**config.mk**
```make
export PLATFORM = sky130hd
export DESIGN_NAME = srsw_ctrl
export DESIGN_NICKNAME = d
export VERILOG_FILES = /design/src/srsw_pkg.sv /design/src/srsw_ctrl.sv
export SDC_FILE = /design/constraint.sdc
export NUM_CORES = 1
export LEC_CHECK = 0
export ABC_AREA = 1
export BUFFER_PORTS_ARGS = -buffer_cell sky130_fd_sc_hd__clkbuf_2
export CAP_MARGIN = 20
export CORE_UTILIZATION = 57
export CTS_CLUSTER_SIZE = 28
export DETAILED_ROUTE_END_ITERATION = 16
export GPL_TIMING_DRIVEN = 0
export PLACE_DENSITY = 0.89
export SYNTH_ARGS = -nofsm -noshare
export SYNTH_HDL_FRONTEND = slang
export SYNTH_SLANG_ARGS = --single-unit
```
**constraint.sdc**
```tcl
create_clock -name clk -period 2.9 [get_ports clk]
set_input_delay 0 -clock clk [delete_from_list [all_inputs] [get_ports clk]]
set_output_delay 0 -clock clk [all_outputs]
set_load 0.1 [all_outputs]
```
**src/srsw_pkg.sv**
```systemverilog
`timescale 1ns / 1ps
package srsw_pkg;

  localparam int SEQ_SPACE_DEF   = 256;
  localparam int QUEUE_DEPTH_DEF = 64;

  localparam logic [7:0]  WINDOW_RST   = 8'd8;
  localparam logic [3:0]  SEQ_BITS_RST = 4'd8;
  localparam logic [15:0] TOTAL_RST    = 16'd1000;
  localparam logic [6:0]  BUFFER_RST   = 7'd64;
  localparam logic [31:0] TIMEOUT_RST  = 32'd100000;
  localparam logic [15:0] ACK_WARM     = 16'd10;

  localparam int DIV_W  = 57;
  localparam int DVS_W  = 17;
  localparam int MUL_W  = 56;
  localparam int MEAN_W = 40;

  typedef enum logic [2:0] {
    CFG_WINDOW_LIMIT,
    CFG_SEQ_BITS,
    CFG_TOTAL_PACKETS,
    CFG_BUFFER_LIMIT,
    CFG_INITIAL_TIMEOUT
  } cfg_idx_t;

  typedef enum logic [1:0] {
    OP_TICK,
    OP_NEW,
    OP_ACK,
    OP_NOP
  } op_t;

  typedef enum logic [2:0] {
    K_NONE,
    K_SENT,
    K_RESENT,
    K_ACKED,
    K_QUEUED,
    K_DROPPED,
    K_STRAY
  } kind_t;

  typedef enum logic [4:0] {
    U_IDLE,
    U_TSTART,
    U_TQD,
    U_TED,
    U_SCAN,
    U_SFIN,
    U_NCHK,
    U_DIV,
    U_NWR,
    U_ACHK,
    U_AMS,
    U_AMUL,
    U_ADIVS,
    U_AUPD,
    U_ASRCH,
    U_ASRCHD,
    U_ASHR,
    U_ASHW,
    U_AFIN,
    U_EMIT
  } uop_t;

  typedef struct packed {
    uop_t uop;
  } cmd_t;

  typedef struct packed {
    logic tick_send;
    logic ack_hit;
    logic new_drop;
    logic mul_done;
    logic div_done;
    logic scan_end;
    logic srch_end;
    logic srch_hit;
    logic shift_end;
    logic out_free;
  } sts_t;

  typedef struct packed {
    logic [31:0] tm;
    logic [15:0] len;
    logic [7:0]  att;
  } ent_t;

  typedef struct packed {
    logic [7:0]  seq;
    logic [15:0] len;
  } qent_t;

  function automatic logic [7:0] sat_inc8(input logic [7:0] v);
    sat_inc8 = (v == 8'hFF) ? v : v + 8'd1;
  endfunction

endpackage

```
**src/srsw_ctrl.sv**
```systemverilog
`timescale 1ns / 1ps
module srsw_ctrl (
  input  logic            clk,
  input  logic            rst_n,
  input  logic            in_valid,
  input  logic [1:0]      in_op,
  input  srsw_pkg::sts_t  sts,
  output logic            in_ready,
  output srsw_pkg::cmd_t  cmd
);
  import srsw_pkg::*;

  typedef enum logic [4:0] {
    S_IDLE,
    S_TSTART,
    S_TQD,
    S_TED,
    S_SCAN,
    S_SFIN,
    S_NCHK,
    S_NDIV,
    S_NWR,
    S_ACHK,
    S_AMS,
    S_AMUL,
    S_ADIVS,
    S_ADIV,
    S_AUPD,
    S_ASRCH,
    S_ASRCHD,
    S_ASHR,
    S_ASHW,
    S_AFIN,
    S_EMIT
  } state_t;

  state_t state_r, state_nxt;
  logic   in_ready_r;

  always_comb begin
    state_nxt = state_r;
    case (state_r)
      S_IDLE: begin
        if (in_valid) begin
          case (op_t'(in_op))
            OP_TICK: state_nxt = S_TSTART;
            OP_NEW:  state_nxt = S_NCHK;
            OP_ACK:  state_nxt = S_ACHK;
            default: state_nxt = S_EMIT;
          endcase
        end
      end
      S_TSTART: state_nxt = sts.tick_send ? S_TQD : S_SCAN;
      S_TQD:    state_nxt = S_TED;
      S_TED:    state_nxt = S_EMIT;
      S_SCAN:   state_nxt = sts.scan_end ? S_SFIN : S_SCAN;
      S_SFIN:   state_nxt = S_EMIT;
      S_NCHK:   state_nxt = sts.new_drop ? S_EMIT : S_NDIV;
      S_NDIV:   state_nxt = sts.div_done ? S_NWR : S_NDIV;
      S_NWR:    state_nxt = S_EMIT;
      S_ACHK:   state_nxt = sts.ack_hit ? S_AMS : S_EMIT;
      S_AMS:    state_nxt = S_AMUL;
      S_AMUL:   state_nxt = sts.mul_done ? S_ADIVS : S_AMUL;
      S_ADIVS:  state_nxt = S_ADIV;
      S_ADIV:   state_nxt = sts.div_done ? S_AUPD : S_ADIV;
      S_AUPD:   state_nxt = S_ASRCH;
      S_ASRCH:  state_nxt = sts.srch_end ? S_AFIN : S_ASRCHD;
      S_ASRCHD: state_nxt = sts.srch_hit ? S_ASHR : S_ASRCH;
      S_ASHR:   state_nxt = sts.shift_end ? S_AFIN : S_ASHW;
      S_ASHW:   state_nxt = S_ASHR;
      S_AFIN:   state_nxt = S_EMIT;
      S_EMIT:   state_nxt = sts.out_free ? S_IDLE : S_EMIT;
      default:  state_nxt = S_IDLE;
    endcase
  end

  always_ff @(posedge clk) begin
    if (!rst_n) begin
      state_r    <= S_IDLE;
      in_ready_r <= 1'b1;
    end else begin
      state_r    <= state_nxt;
      in_ready_r <= (state_nxt == S_IDLE);
    end
  end

  always_comb begin
    case (state_r)
      S_IDLE:   cmd.uop = U_IDLE;
      S_TSTART: cmd.uop = U_TSTART;
      S_TQD:    cmd.uop = U_TQD;
      S_TED:    cmd.uop = U_TED;
      S_SCAN:   cmd.uop = U_SCAN;
      S_SFIN:   cmd.uop = U_SFIN;
      S_NCHK:   cmd.uop = U_NCHK;
      S_NDIV:   cmd.uop = U_DIV;
      S_NWR:    cmd.uop = U_NWR;
      S_ACHK:   cmd.uop = U_ACHK;
      S_AMS:    cmd.uop = U_AMS;
      S_AMUL:   cmd.uop = U_AMUL;
      S_ADIVS:  cmd.uop = U_ADIVS;
      S_ADIV:   cmd.uop = U_DIV;
      S_AUPD:   cmd.uop = U_AUPD;
      S_ASRCH:  cmd.uop = U_ASRCH;
      S_ASRCHD: cmd.uop = U_ASRCHD;
      S_ASHR:   cmd.uop = U_ASHR;
      S_ASHW:   cmd.uop = U_ASHW;
      S_AFIN:   cmd.uop = U_AFIN;
      S_EMIT:   cmd.uop = U_EMIT;
      default:  cmd.uop = U_IDLE;
    endcase
  end

  assign in_ready = in_ready_r;

endmodule

```
Word-level counts from Yosys, hierarchy flattened. Memories as Yosys holds them, arrays and structs flattened. A register that Yosys moved wholly into a read port is not among the register bits. Cells that the tools add are included.

Memories: 1. Flip-flop bits (word level): 6. Bits of input ports: 15. Logic and storage cells: 44. ROM bits: 160.

Memories: (no name shown) (words 32, bits a word 5, rd ports 1, clocked after Yosys merged registers in 1, write ports 0, line srsw_ctrl.sv:88) `case (state_r)`.

Reductions and logical operators: 4. Equal/unequal tests: 22. Muxes and demuxes: 15.

Operators by type and width (count): $pmux W5 S18 (1); $eq A5 B4 Y1 const B (8); $mux W5 (6); $eq A5 B5 Y1 const B (5); $eq A5 B3 Y1 const B (4); $pmux W5 S3 (1); $eq A5 B2 Y1 const B (2); $logic_not A5 Y1 (2); $mux W3 (2); $eq A5 B1 Y1 const B (1); $mux W2 (2); $mux W4 (1); $reduce_or A4 Y1 (1); $eq A2 B1 Y1 const B (1); $eq A2 B2 Y1 const B (1); $logic_not A2 Y1 (1); $mux W1 (2).

Depth between registers and ports, before layout.
Depth in word-level cells: 5. Gate-level depth with buffers: 14. Mapped depth without buffers: 13.

Worst setup path after synthesis. OpenSTA, ideal clock, no wires.

Path kind: register to register. Start point: register state_r[3]. End point: register cmd[0] (netlist name). Arrival: 1.685 ns. Cell stages (with the launch flop): 14. Setup slack: 1.102 ns. Data required time: 2.787 ns. Library setup time: 0.113 ns. Cells stage by stage: dfxtp_1 buf_2 inv_1 nand2_1 nor2_1 nand2_1 nor2_1 nor2_1 nand3_1 nand2_1 ha_1 nand3b_1 nand3_1 nand2_1.

Word-level cells in the longest chain between the ends: 4. Elaborated cells on any way between the ends: 25.

RTL lines: from (decl) (line srsw_ctrl.sv:37) `state_t state_r, state_nxt;`; from (signal assigned) (line srsw_ctrl.sv:82) `state_r <= state_nxt;`; $eq A5 B5 Y1, or another cell as far along (line srsw_ctrl.sv:42) `case (state_r)`; $reduce_or A4 Y1 (no line); $pmux W5 S18 * (line srsw_ctrl.sv:42); $mux W5 (no line) *.

Every way passes the cells marked *; elsewhere a longest branch is shown, timed or not. A chain may end at the register's enable or synchronous reset.

Worst setup path after layout.
Start point: register state_r[2]. End point: register cmd[1] (netlist name).

Word-level cells in the longest chain between the ends: 4. Elaborated cells on any way between the ends: 25.

RTL lines (line): $eq A5 B5 Y1, or another cell as far along (srsw_ctrl.sv:42); $reduce_or A4 Y1 (no line); $pmux W5 S18 * (srsw_ctrl.sv:42); $mux W5 (no line) *.

Marked as above.

==> out/results.ini <==
[sta]
rsz0062_at_grt = false
slew_viol_final = 0
fin_skew_ps = 4.582
finalHoldViolations = 0
max-slew-margin-rel = 0.6376
period_share = 0.7723
setup_viol = 0
max_freq_mhz = 446.5
worst_pin_slew_ps = 545.9
tns_ps = 0
period_needed_ps = 2240

[placement]
gp_congestion = 0.9503
dpl_cell_area_mm2 = 0.001080
dp_hpwl_um = 2132
port_buffers = 20

[layout]
final_layout_size_suffix_gt1_frac = 0.1990
area_growth_pct = 15.25
diodes = 0
design_area_mm2 = 0.001106
finalNetCount = 214
layout_common_cells = 54 x nand2_1, 27 x nor2_1, 26 x nand3_1
mostFrequentLayoutCell = nand2_1

[clock_tree]
cts_hold_buf = 0
clock_path_buffers = 2
htreeDepth = 1
cts_setup_buffers = 0
ctsResizeCount = 0
cts_tree = built
clock_latency_ps = 280
cts.sinks = 11
cts_buffers = 3
clock-root-buffer = clkbuf_4
clk_pin_slew_worst_paths_ps = 70

[detailed_routing]
wl_per_cell_um = 12.69
avgViaCountPerCell = 5.651
firstDrtPassIters = 6
drtAntennaViolNets = 0
drtIter0Drc = 67
vias = 1198
routed_wl_um = 2691
drc = 0

[power]
swShare = 0.6187
p_comb_frac = 0.715
p_int_mw = 0.4782
p_seq_frac = 0.198
clkPwrFrac = 0.087
power_leakage_nw = 0.6494
power.switching_mw = 0.7759
p_total_mw = 1.254
peakVddDrop_uv = 891.3
cellPowerDensity_mw_per_mm2 = 1134

[global_routing]
antenna_found_initial = 0
grt_pass1_wl_um = 4678
grt_max_degree = 9
grt.overflow.total = 0
grt_pass1_vias = 1117
grt_usage = 0.3345

[floorplanning]
ios = 21
start_util = 0.6226
rows = 14
dieHeight_um = 43.03
die_w_um = 43.03
coreArea_mm2 = 0.001541
die_area_mm2 = 0.001852

[critical_path]
worstRegToRegCells = 12
crit_path_end = cmd[1]
reg2reg_slack_ps = 660
critPathMaxFanout = 6
cp_slowest_stage_delay_ps = 370
cp_slowest_cell = dfxtp_1
crit_start = state_r[2]
arrival_ps = 2420
cp-start-kind = flop
criticalPathCategory = flop to flop
cpMostUsedCell = nand2_1
rr_endpoint = cmd[1]
timing.rr.start = state_r[2]
cp.buffers_inverters = 1
crit_required_ps = 3080
crit_path_end_kind = flop
worst-path-stages = 12
crit_chain = inv_1 > nand2_1 > nor2_1 > nand2_1 > nor2_1 > nor2_1 > nand3_1 > nand2_1 > ha_1 > nand3b_1 > nand3_1 > nand2_1
crit_family = simple AND/OR/NAND/NOR gates

[synth]
synth-seq-cells = 11
syn_nets = 189
synth_area_um2 = 959.7
synth_cell_types = 20
ys_warn_count = 0
syn-mean-instance-area_um2 = 5.579
ys_seq_area_frac = 0.2295
syn_inst = 172

[min_path]
min_path_type = input pin to flop
min-delay-start = rst_n

[status]
status = finished clean

[flow_run]
cap_violations = 0

-- layout make-up --
cell class	instances	area [um^2]
Multi-Input combinational cell	136	644.4
Tap cell	16	20.02
Fill cell	159	435.4
Timing Repair Buffer	20	100.1
Clock buffer	4	26.28
Buffer	1	5.005
Sequential cell	11	220.2
Inverter	24	90.09
-- registers in the layout (all words and copies together), names as in the netlist --
name / cells
state_r: 5
in_ready: 1
cmd: 5
-- per-layer routing --
metal | vias up | global-route usage | routed length [um] | part of all wire
li1 | 592 | - | - | -
met1 | 534 | 0.4503 | 1143 | 0.42
met2 | 68 | 0.5212 | 1274 | 0.47
met3 | 4 | 0.08085 | 256 | 0.095
met4 | 0 | 0.1152 | 18 | 0.0067
met5 | - | 0 | 0 | 0
-- through the flow --
step	instances	hold slack [ps]	worst slack, ps	util
floorplan	172	69.02	1102	-
global placement	208	287.6	852.9	0.7005
detailed placement	208	303.2	757.6	0.7005
CTS	212	15.75	736.1	0.7175
global route	212	23.46	425.4	0.7175
finish	212	13.28	660.4	0.7175
-- how the worst min path moves through the flow --
| stage | to | slack [ps] | depth (start not counted) |
|---|---|---|---|
| finish | in_ready | 10 | 2 |
| global route | in_ready | 20 | 2 |
| CTS | in_ready | 20 | 2 |
| detailed placement | in_ready | 300 | 2 |
| global placement | in_ready | 290 | 2 |
| floorplan | in_ready | 70 | 1 |
-- power groups by stage --
| stage | clock, mW | sequential, mW | combinational (mW) |
|---|---|---|---|
| 5_1_grt | 0.116 | 0.256 | 0.987 |
| 3_5_place_dp | 0 | 0.251 | 0.879 |
| 3_3_place_gp | 0 | 0.250 | 0.845 |
| 4_1_cts | 0.109 | 0.248 | 0.882 |
| 6_report | 0.109 | 0.248 | 0.897 |
| 2_1_floorplan | 0 | 0.455 | 0.498 |
-- worst register-to-register path, stage by stage (launching register included) --
cell      delay (ps)
dfxtp_1          370
inv_1            170
nand2_1          130
nor2_1           260
nand2_1          140
nor2_1           110
nor2_1            60
nand3_1           90
nand2_1          150
ha_1             270
nand3b_1         220
nand3_1          120
nand2_1           60
-- kinds of logic (layout without fill, tap and decap cells) --
group                    after synthesis  after routing  share of synthesized area
AO/OA/AOI/OAI                         11             11                    0.07433
adder cells (fa/ha/maj)                2              2                    0.02607
buffers and inverters                 25             49                    0.09908
flip-flops                            11             11                     0.2295
AND/OR/NAND/NOR                      123            123                     0.5710
-- cells in the mapped netlist --
cell | number | area [um^2]
nand2_2 | 4 | 25.02
dfxtp_1 | 11 | 220.2
nand2_1 | 54 | 202.7
nand2_4 | 1 | 11.26
nand3_1 | 26 | 130.1
nor2_4 | 1 | 11.26
a21oi_4 | 1 | 16.27
a21oi_2 | 1 | 8.760
ha_1 | 2 | 25.02
nor3_1 | 1 | 5.000
o21ai_0 | 6 | 30.03
nor2_1 | 27 | 101.4
o22ai_1 | 1 | 6.260
inv_2 | 4 | 15.01
a21oi_1 | 2 | 10.01
nand3b_1 | 4 | 30.03
nand4_1 | 2 | 12.51
nor2_2 | 3 | 18.77
inv_1 | 20 | 75.07
buf_2 | 1 | 5.000
(Power assumes the default switching activity.)
